File: config.mk
export PLATFORM = sky130hd
export DESIGN_NAME = sporadic_server_budget_unit
export DESIGN_NICKNAME = d
export VERILOG_FILES = /design/src/hw/rtl/ssb_pkg.sv /design/src/hw/rtl/sporadic_server_budget_unit.sv
export SDC_FILE = /design/constraint.sdc
export NUM_CORES = 2
export LEC_CHECK = 0
export BUFFER_PORTS_ARGS = -buffer_cell sky130_fd_sc_hd__buf_2
export CAP_MARGIN = 20
export CORE_MARGIN = 2
export CORE_UTILIZATION = 40
export CTS_CLUSTER_SIZE = 24
export DETAILED_ROUTE_END_ITERATION = 10
export GPL_TIMING_DRIVEN = 1
export HOLD_SLACK_MARGIN = 0.02
export PLACE_DENSITY_LB_ADDON = 0.12
export SLEW_MARGIN = 20
export SYNTH_ARGS = -nofsm -noshare
export SYNTH_HDL_FRONTEND = slang
export SYNTH_SLANG_ARGS = --single-unit
File: constraint.sdc
create_clock -name clk -period 13.2 [get_ports clk]
set_input_delay 0.66 -clock clk [delete_from_list [all_inputs] [get_ports clk]]
set_output_delay 0.66 -clock clk [all_outputs]
set_load 0.02 [all_outputs]
File: src/hw/rtl/ssb_pkg.sv
// Shared types, constants and helpers for the sporadic-server budget unit.
// Depends on nothing; the top level refers to it by scoped names.
`default_nettype none

package ssb_pkg;

    // Ring geometry
    localparam int RING_DEPTH = 8;
    localparam int PTR_W      = $clog2(RING_DEPTH);
    localparam int CNT_W      = $clog2(RING_DEPTH + 1);

    // Field widths
    localparam int TIME_W    = 48;
    localparam int AMT_W     = 32;
    localparam int CNT_OUT_W = 4;
    localparam int DATA_W    = 32;
    localparam int ADDR_W    = 3;

    // Register reset values
    localparam logic [AMT_W-1:0] PERIOD_RESET = 32'd10000000;
    localparam logic [AMT_W-1:0] BUDGET_RESET = 32'd100000;

    // Register indexes (byte address bit 2)
    typedef enum logic [0:0] {
        REG_PERIOD = 1'b0,
        REG_BUDGET = 1'b1
    } reg_idx_t;

    typedef logic [PTR_W-1:0] ptr_t;
    typedef logic [CNT_W-1:0] cnt_t;

    // One pending replenishment
    typedef struct packed {
        logic [TIME_W-1:0] due;
        logic [AMT_W-1:0]  amount;
    } repl_entry_t;

    typedef enum logic [1:0] {
        ST_IDLE,
        ST_REQ_RD,
        ST_REQ_CHK,
        ST_CMP
    } state_t;

    // Per-cycle actions decoded from the sequencer
    typedef struct packed {
        logic retire;
        logic fin_req;
        logic fin_cmp;
    } ctrl_t;

    // Advance a ring pointer with wrap at any depth
    function automatic ptr_t ring_next(input ptr_t p);
        if (p == PTR_W'(RING_DEPTH - 1))
        begin
            return '0;
        end
        return p + PTR_W'(1);
    endfunction

endpackage

`default_nettype wire

File: src/hw/rtl/sporadic_server_budget_unit.sv
// Sporadic-server budget unit: capacity, peak usage and a replenishment ring.
// Depends on ssb_pkg (types, constants, ring_next).
//
// Each input item is a request (op 0) or a completion (op 1) and yields exactly
// one result item. Pending replenishments live in a small synchronous memory
// with one read port; a request walks the ring head one entry per cycle,
// retiring entries from the head while they are due strictly before now. A
// request registers its result after its read and check states, having
// retired at most the ring depth of 8 entries; a completion registers its
// result from its own state. The next item is accepted only once the sequencer
// is back in idle. A result waits in an output register, so
// the next item is accepted while the previous result is still stalled; the
// sequencer only holds a finished item if that register is still full and
// stalled. The ring needs no clearing pass after reset: only written entries
// are ever read. Configuration goes through a 32-bit APB-style port;
// initial_budget is stored and readable, and budget always reloads its reset
// value on reset.
`default_nettype none

module sporadic_server_budget_unit (
    input  wire logic                                 clk,
    input  wire logic                                 rst_n,
    // configuration port
    input  wire logic                                 psel,
    input  wire logic                                 penable,
    input  wire logic                                 pwrite,
    input  wire logic [ssb_pkg::ADDR_W-1:0]           paddr,
    input  wire logic [ssb_pkg::DATA_W-1:0]           pwdata,
    output logic      [ssb_pkg::DATA_W-1:0]           prdata,
    output logic                                      pready,
    // input channel
    input  wire logic                                 in_valid,
    output logic                                      in_stall,
    input  wire logic                                 op,
    input  wire logic [ssb_pkg::TIME_W-1:0]           now,
    input  wire logic [ssb_pkg::AMT_W-1:0]            used_amount,
    // output channel
    output logic                                      out_valid,
    input  wire logic                                 out_stall,
    output logic                                      granted,
    output logic      [ssb_pkg::AMT_W-1:0]            capacity_left,
    output logic      [ssb_pkg::TIME_W-1:0]           retry_time,
    output logic      [ssb_pkg::CNT_OUT_W-1:0]        pending_count,
    output logic                                      overflow
);

    // Configuration registers
    logic [ssb_pkg::AMT_W-1:0] period_reg;
    logic [ssb_pkg::AMT_W-1:0] init_budget_reg;
    logic                      cfg_wr;
    ssb_pkg::reg_idx_t         cfg_idx;

    assign pready  = 1'b1;
    assign cfg_wr  = psel && penable && pwrite;
    assign cfg_idx = ssb_pkg::reg_idx_t'(paddr[2]);

    // Write configuration on the access cycle
    always_ff @(posedge clk or negedge rst_n)
    begin
        if (!rst_n)
        begin
            period_reg      <= ssb_pkg::PERIOD_RESET;
            init_budget_reg <= ssb_pkg::BUDGET_RESET;
        end
        else if (cfg_wr)
        begin
            unique case (cfg_idx)
                ssb_pkg::REG_PERIOD: period_reg      <= pwdata;
                ssb_pkg::REG_BUDGET: init_budget_reg <= pwdata;
                default: ;
            endcase
        end
    end

    // Read back configuration
    always_comb
    begin
        unique case (cfg_idx)
            ssb_pkg::REG_PERIOD: prdata = period_reg;
            ssb_pkg::REG_BUDGET: prdata = init_budget_reg;
            default:             prdata = '0;
        endcase
    end

    // Sequencer and state
    ssb_pkg::state_t           state_reg;
    ssb_pkg::state_t           state_next;
    ssb_pkg::ctrl_t            ctrl;
    ssb_pkg::ptr_t             wptr_reg;
    ssb_pkg::ptr_t             rptr_reg;
    ssb_pkg::cnt_t             count_reg;
    logic [ssb_pkg::AMT_W-1:0] budget_reg;
    logic [ssb_pkg::AMT_W-1:0] peak_reg;
    logic [ssb_pkg::TIME_W-1:0] grant_time_reg;
    logic                      out_valid_reg;

    // Captured input item
    logic [ssb_pkg::TIME_W-1:0] now_reg;
    logic [ssb_pkg::AMT_W-1:0]  used_reg;

    // Ring memory
    ssb_pkg::repl_entry_t ring_mem [ssb_pkg::RING_DEPTH];
    ssb_pkg::repl_entry_t rd_entry_reg;
    ssb_pkg::repl_entry_t wr_entry;
    ssb_pkg::ptr_t        rd_addr;
    logic                 mem_we;

    logic in_accept;
    logic out_free;

    assign in_stall  = (state_reg != ssb_pkg::ST_IDLE);
    assign in_accept = in_valid && !in_stall;
    assign out_free  = !out_valid_reg || !out_stall;

    // Capture the item on acceptance
    always_ff @(posedge clk)
    begin
        if (in_accept)
        begin
            now_reg  <= now;
            used_reg <= used_amount;
        end
    end

    // Datapath terms
    logic [ssb_pkg::AMT_W:0]    budget_sum;
    logic [ssb_pkg::AMT_W-1:0]  budget_add;
    logic [ssb_pkg::AMT_W-1:0]  budget_sub;
    logic [ssb_pkg::TIME_W:0]   repl_sum;
    logic [ssb_pkg::TIME_W-1:0] repl_due;
    logic                       ring_full;
    logic                       ring_busy;
    logic                       head_due;
    logic                       grant_ok;

    assign budget_sum = {1'b0, budget_reg} + {1'b0, rd_entry_reg.amount};
    assign budget_add = budget_sum[ssb_pkg::AMT_W] ? '1 : budget_sum[ssb_pkg::AMT_W-1:0];
    assign budget_sub = (budget_reg > used_reg) ? (budget_reg - used_reg) : '0;
    assign repl_sum   = {1'b0, grant_time_reg} + (ssb_pkg::TIME_W + 1)'(period_reg);
    assign repl_due   = repl_sum[ssb_pkg::TIME_W] ? '1 : repl_sum[ssb_pkg::TIME_W-1:0];
    assign ring_full  = (count_reg == ssb_pkg::CNT_W'(ssb_pkg::RING_DEPTH));
    assign ring_busy  = (count_reg != '0);
    assign head_due   = ring_busy && (rd_entry_reg.due < now_reg);
    assign grant_ok   = (budget_reg >= peak_reg);

    // Decode per-cycle actions and the memory read address
    always_comb
    begin
        ctrl    = '0;
        rd_addr = rptr_reg;
        unique case (state_reg) inside
            ssb_pkg::ST_IDLE,
            ssb_pkg::ST_REQ_RD: ;
            ssb_pkg::ST_REQ_CHK:
            begin
                if (head_due)
                begin
                    ctrl.retire = 1'b1;
                    rd_addr     = ssb_pkg::ring_next(rptr_reg);
                end
                else if (out_free)
                begin
                    ctrl.fin_req = 1'b1;
                end
            end
            ssb_pkg::ST_CMP:
            begin
                ctrl.fin_cmp = out_free;
            end
            default: ;
        endcase
    end

    // Next state
    always_comb
    begin
        state_next = state_reg;
        unique case (state_reg)
            ssb_pkg::ST_IDLE:
            begin
                if (in_accept)
                begin
                    state_next = op ? ssb_pkg::ST_CMP : ssb_pkg::ST_REQ_RD;
                end
            end
            ssb_pkg::ST_REQ_RD:  state_next = ssb_pkg::ST_REQ_CHK;
            ssb_pkg::ST_REQ_CHK:
            begin
                if (ctrl.fin_req)
                begin
                    state_next = ssb_pkg::ST_IDLE;
                end
            end
            ssb_pkg::ST_CMP:
            begin
                if (ctrl.fin_cmp)
                begin
                    state_next = ssb_pkg::ST_IDLE;
                end
            end
            default: state_next = ssb_pkg::ST_IDLE;
        endcase
    end

    always_ff @(posedge clk or negedge rst_n)
    begin
        if (!rst_n)
        begin
            state_reg <= ssb_pkg::ST_IDLE;
        end
        else
        begin
            state_reg <= state_next;
        end
    end

    // Write the ring only on a completion; requests read only after the sequencer
    // has left the completion state, so the sequencing itself keeps accesses apart
    assign mem_we          = ctrl.fin_cmp && !ring_full;
    assign wr_entry.due    = repl_due;
    assign wr_entry.amount = used_reg;

    always_ff @(posedge clk)
    begin
        if (mem_we)
        begin
            ring_mem[wptr_reg] <= wr_entry;
        end
        rd_entry_reg <= ring_mem[rd_addr];
    end

    // Update pointers, count, budget, peak and grant time
    always_ff @(posedge clk or negedge rst_n)
    begin
        if (!rst_n)
        begin
            wptr_reg       <= '0;
            rptr_reg       <= '0;
            count_reg      <= '0;
            budget_reg     <= ssb_pkg::BUDGET_RESET;
            peak_reg       <= '0;
            grant_time_reg <= '0;
        end
        else
        begin
            if (ctrl.retire)
            begin
                rptr_reg   <= ssb_pkg::ring_next(rptr_reg);
                count_reg  <= count_reg - ssb_pkg::CNT_W'(1);
                budget_reg <= budget_add;
            end
            if (ctrl.fin_req && grant_ok)
            begin
                grant_time_reg <= now_reg;
            end
            if (ctrl.fin_cmp)
            begin
                if (!ring_full)
                begin
                    wptr_reg  <= ssb_pkg::ring_next(wptr_reg);
                    count_reg <= count_reg + ssb_pkg::CNT_W'(1);
                end
                budget_reg <= budget_sub;
                if (used_reg >= peak_reg)
                begin
                    peak_reg <= used_reg;
                end
            end
        end
    end

    // Hold the result until taken
    always_ff @(posedge clk or negedge rst_n)
    begin
        if (!rst_n)
        begin
            out_valid_reg <= 1'b0;
        end
        else if (ctrl.fin_req || ctrl.fin_cmp)
        begin
            out_valid_reg <= 1'b1;
        end
        else if (!out_stall)
        begin
            out_valid_reg <= 1'b0;
        end
    end

    // Load the result fields
    always_ff @(posedge clk)
    begin
        if (ctrl.fin_req)
        begin
            granted       <= grant_ok;
            capacity_left <= budget_reg;
            retry_time    <= (!grant_ok && ring_busy) ? rd_entry_reg.due : '0;
            pending_count <= ssb_pkg::CNT_OUT_W'(count_reg);
            overflow      <= 1'b0;
        end
        else if (ctrl.fin_cmp)
        begin
            granted       <= 1'b0;
            capacity_left <= budget_sub;
            retry_time    <= '0;
            pending_count <= ring_full ? ssb_pkg::CNT_OUT_W'(count_reg)
                                       : ssb_pkg::CNT_OUT_W'(count_reg + ssb_pkg::CNT_W'(1));
            overflow      <= ring_full;
        end
    end

    assign out_valid = out_valid_reg;

    // Ring occupancy stays within depth
    a_count_range: assert property (@(posedge clk) disable iff (!rst_n)
        count_reg <= ssb_pkg::CNT_W'(ssb_pkg::RING_DEPTH))
        else $error("ring count beyond depth");

    // Pointers meet only when the ring is empty or full
    a_ptr_meet: assert property (@(posedge clk) disable iff (!rst_n)
        (wptr_reg == rptr_reg) |->
            (count_reg == '0 || count_reg == ssb_pkg::CNT_W'(ssb_pkg::RING_DEPTH)))
        else $error("ring pointers inconsistent with count");

    // Retiring an entry never lowers the budget
    a_retire_budget: assert property (@(posedge clk) disable iff (!rst_n)
        ctrl.retire |=> (budget_reg >= $past(budget_reg)))
        else $error("retirement lowered the budget");

    // A granted result carries no retry time and no overflow
    a_grant_clean: assert property (@(posedge clk) disable iff (!rst_n)
        (out_valid_reg && granted) |-> (retry_time == '0 && !overflow))
        else $error("granted result with retry time or overflow");

endmodule

`default_nettype wire

==> flow_summary.html <==
<table>
<tr><th>Metric</th><th>Value</th></tr>
<tr><th colspan="2">Worst setup path</th></tr>
<tr><td>Maximum net fanout on the critical path</td><td>67</td></tr>
<tr><td>WS Path Type</td><td>reg2reg</td></tr>
<tr><td>Worst reg2reg endpoint</td><td>rd_entry_reg[40]$_DFF_P_</td></tr>
<tr><td>Origin of the critical flop-to-flop path</td><td>now_reg[27]$_DFFE_PP_</td></tr>
<tr><td>Crit end category</td><td>register</td></tr>
<tr><td>Worst-case register-to-register setup slack</td><td>roughly 7400 ps</td></tr>
<tr><td>Worst reg2reg path depth</td><td>16</td></tr>
<tr><td>Startpoint type of the worst setup path</td><td>register</td></tr>
<tr><td>Last element of the critical path</td><td>rd_entry_reg[40]$_DFF_P_</td></tr>
<tr><td>Required time of the critical path</td><td>13,720 ps</td></tr>
<tr><td>Setup crit start</td><td>now_reg[27]$_DFFE_PP_</td></tr>
<tr><td>Worst path arrival time</td><td>6360 ps</td></tr>
<tr><th colspan="2">Clocking</th></tr>
<tr><td>Clock-pin slew reported for the worst setup and hold paths after clock tree synthesis</td><td>60 ps</td></tr>
<tr><td>Total of hold buffers inserted after clock tree synthesis</td><td>0</td></tr>
<tr><td>Post-CTS setup-driven buffer insertion count</td><td>0</td></tr>
<tr><td>Total clock buffers created by CTS</td><td>115</td></tr>
<tr><td>Number of buffers between clock root and the deepest sink</td><td>3</td></tr>
<tr><td>CTS root buf</td><td>clkbuf_16</td></tr>
<tr><td>Cells resized by post-CTS repair</td><td>0</td></tr>
<tr><td>Skew-Pair Late Insertion Delay</td><td>a little over 700 ps</td></tr>
<tr><td>H-tree lvl count</td><td>3</td></tr>
<tr><td>Clock tree sinks</td><td>between 1,000 and 1,500</td></tr>
<tr><td>CTS tree</td><td>built</td></tr>
<tr><th colspan="2">Layout</th></tr>
<tr><td>Combined area of the multi-input logic cells</td><td>15,900 um2</td></tr>
<tr><td>ANT cells</td><td>0</td></tr>
<tr><td>Fillers</td><td>10,600</td></tr>
<tr><td>Area taken by flip-flops and latches</td><td>30,500 um2</td></tr>
<tr><td>Layout Area Growth over Synthesis</td><td>14.4%</td></tr>
<tr><td>Post-layout net count</td><td>3,938</td></tr>
<tr><td>Finished layout cell area</td><td>around 54,000 um2</td></tr>
<tr><td>Max FFs per register</td><td>between 600 and 700</td></tr>
<tr><td>Share of final-layout standard cells stronger than drive strength 1</td><td>0.227</td></tr>
<tr><th colspan="2">Timing</th></tr>
<tr><td>Max Clock Freq</td><td>171 MHz</td></tr>
<tr><td>Final Slew Violations</td><td>0</td></tr>
<tr><td>Final Hold Violating Endpoints</td><td>7</td></tr>
<tr><td>Slew Limit Headroom</td><td>0.272</td></tr>
<tr><td>Final setup violation count</td><td>0</td></tr>
<tr><td>Slew at the pin closest to its max-slew limit</td><td>roughly 1100 ps</td></tr>
<tr><td>Final TNS setup</td><td>0 ps</td></tr>
<tr><td>Unrepaired setup endpoints after global routing</td><td>false</td></tr>
<tr><td>Final period util</td><td>0.442</td></tr>
<tr><td>Clk_skew</td><td>29.3 ps</td></tr>
<tr><td>Time the worst path needs with I/O delays and setup</td><td>5830 ps</td></tr>
<tr><td>Smallest hold slack</td><td>-13.3 ps</td></tr>
<tr><td>Smallest setup slack after layout</td><td>7370 ps</td></tr>
<tr><th colspan="2">Yosys</th></tr>
<tr><td>Top cells by count, synth</td><td>edfxtp_1, mux2_2, ha_1</td></tr>
<tr><td>Portion of the post-synthesis area used by sequential elements</td><td>0.642</td></tr>
<tr><td>Area share of the leading cell type in the synthesized netlist</td><td>0.508</td></tr>
<tr><td>Synth area leader</td><td>edfxtp_1</td></tr>
<tr><td>Syn Inst Count</td><td>3,338</td></tr>
<tr><td>Most used DFF post-synth</td><td>edfxtp_1</td></tr>
<tr><td>Mapped cell area</td><td>47,600 um2</td></tr>
<tr><td>EDFF count, synth</td><td>805</td></tr>
<tr><td>Cell variety after synth</td><td>77</td></tr>
<tr><td>Cell types with the largest area share after synthesis</td><td>edfxtp_1, dfrtp_1, mux2_2, ha_1, mux2i_1</td></tr>
<tr><td>Synthesized Nets</td><td>3,677</td></tr>
<tr><td>Async S/R FF share, synth</td><td>0.176</td></tr>
<tr><td>Most numerous cell in the Yosys netlist</td><td>edfxtp_1</td></tr>
<tr><td>Total of flip-flops plus latches after synthesis</td><td>1,075</td></tr>
<tr><td>Count of synthesis-stage warnings from yosys</td><td>0</td></tr>
<tr><td>Synthesized area divided by synthesized cell count</td><td>14.3 um2</td></tr>
<tr><th colspan="2">Die</th></tr>
<tr><td>Placeable Area</td><td>between 100,000 and 150,000 um2</td></tr>
<tr><td>Die area</td><td>122,000 um2</td></tr>
<tr><td>Die Height</td><td>349 um</td></tr>
<tr><td>Site Rows</td><td>between 100 and 150</td></tr>
<tr><td>Number of primary I/O pins</td><td>244</td></tr>
<tr><td>Die X-Extent</td><td>349 um</td></tr>
<tr><td>Starting density of the core</td><td>0.403</td></tr>
<tr><th colspan="2">Run status</th></tr>
<tr><td>Run status</td><td>finished with violations</td></tr>
<tr><td>Violated checks</td><td>hold timing</td></tr>
<tr><th colspan="2">Placement</th></tr>
<tr><td>Cell area after placement</td><td>50,500 um2</td></tr>
<tr><td>Worst slack, placed</td><td>7270 ps</td></tr>
<tr><td>Placed wire-length estimate</td><td>between 70 and 80 mm</td></tr>
<tr><td>Count of port buffers added during placement</td><td>240</td></tr>
<tr><td>Final weighted congestion of routability-driven global placement</td><td>0.847</td></tr>
<tr><th colspan="2">Global routing</th></tr>
<tr><td>Initial antenna violation count</td><td>1</td></tr>
<tr><td>Number of global-route vias before repair</td><td>28,400</td></tr>
<tr><td>Global-route wire length before repair</td><td>177 mm</td></tr>
<tr><td>Maximum number of pins on one net before global-route repair</td><td>about 140</td></tr>
<tr><td>GRT overflow</td><td>0</td></tr>
<tr><td>GRT Resource Usage Total</td><td>0.192</td></tr>
<tr><th colspan="2">Power and ir drop</th></tr>
<tr><td>Maximum vdd drop</td><td>0.000238 V</td></tr>
<tr><td>P per Cell Area</td><td>249 nW/um2</td></tr>
<tr><td>Cell leakage power</td><td>roughly 0.021 uW</td></tr>
<tr><th colspan="2">Run</th></tr>
<tr><td>Max-capacitance violation count</td><td>0</td></tr>
<tr><th colspan="2">Routing</th></tr>
<tr><td>Routed wire length</td><td>118 mm</td></tr>
<tr><td>Count of vias placed by the detailed router</td><td>27,900</td></tr>
<tr><td>First-iteration detailed-routing DRC count</td><td>1,623</td></tr>
<tr><td>DRC Markers</td><td>0</td></tr>
<tr><td>Number of routed nets with antenna violations</td><td>0</td></tr>
<tr><td>Number of search-and-repair iterations in the first detailed-routing pass</td><td>5</td></tr>
<tr><td>Vias per Instance</td><td>5.32</td></tr>
<tr><td>Wirelength per Cell</td><td>22.5 um</td></tr>
<tr><th colspan="2">Worst hold path</th></tr>
<tr><td>Path type of the worst min-delay path</td><td>in2async</td></tr>
</table>
==> worst max-delay path, cell delays in order, from the launching register on <==
cell      delay (ps)
edfxtp_1         350
inv_1             50
ha_1             300
a21oi_1          140
o21ai_0          110
a221oi_1         570
o21ai_0          200
a221oi_1         330
buf_4            250
and3b_1          180
buf_4            310
mux2i_4          320
buf_4            830
buf_4            880
mux2_2           420
o22ai_1          190
a221oi_1         100
==> cells in the final DEF (no fill, tap or decap), drive strengths merged, types with 8 or more instances in the layout <==
cell,count
and2,61
a21oi,151
nor2,92
mux2,310
clkinv,37
nand2b,20
clkbuf,161
and4,9
edfxtp,805
dfrtp,169
dfxtp,81
bufinv,13
nand3,38
a211oi,17
inv,152
xor2,37
ha,213
o21a,9
o22ai,84
buf,284
nor2b,24
nand2,181
a22o,11
o211ai,14
mux2i,198
nor4,8
xnor2,47
o21ai,102
and3,18
or2,10
a21o,66
o21bai,9
a31oi,13
dfstp,20
nand4,25
nor3,29
a221oi,97
==> cell families (layout without fill, tap and decap cells) <==
kind of cell,after synthesis,after routing,synth area share
fa+ha+maj,216,216,0.0572
xor+xnor,84,84,0.0155
simple gates,532,532,0.0549
mux,508,508,0.115
flops,1075,1075,0.642
compound gates,634,634,0.0890
other cells,1,1,0.0000788
buf+inv,288,651,0.0263
==> final cells by class <==
type / count / share of cell area
flip-flops and latches: 1075 / 0.561
multi-input cells: 1975 / 0.293
clock buffers: 161 / 0.0593
well taps: 1536 / 0.0353
repair buffers: 284 / 0.0285
clock inverters: 58 / 0.0134
inverters: 148 / 0.0102
==> layer usage <==
metal | share of wire | global-route usage | vias to the layer above
met5 | 0 | 0 | -
met4 | 0.017 | 0.0458 | 0
met3 | 0.040 | 0.0276 | 136
met2 | 0.47 | 0.316 | 536
met1 | 0.47 | 0.268 | 13900
li1 | - | - | 13200
==> worst min path at each step <==
stage | end | slack, ps
5_1_grt | count_reg[0]$_DFF_PN0_ | 30
3_3_place_gp | init_budget_reg[28]$_DFFE_PN0P_ | 480
6_report | count_reg[0]$_DFF_PN0_ | -10
2_1_floorplan | budget_reg[0]$_DFFE_PN0P_ | 360
3_5_place_dp | init_budget_reg[14]$_DFFE_PN0P_ | 490
4_1_cts | grant_time_reg[0]$_DFFE_PN0P_ | 20
==> power breakdown <==
part / internal [uW] / switching, uW / leakage (uW)
logic: 2120 / 3310 / 0.00908
clock network: 1970 / 1360 / 0.00193
registers: 4410 / 412 / 0.0101
==> metrics by stage <==
stage          utilization  instances  total power (uW)
2_1_floorplan            -       3338              8740
3_3_place_gp         0.428       5018             10400
3_5_place_dp         0.428       5018             10400
4_1_cts              0.461       5237             13800
5_1_grt              0.461       5237             14400
6_report             0.461       5237             13600
Note: power is estimated with default switching activity, not from simulation.
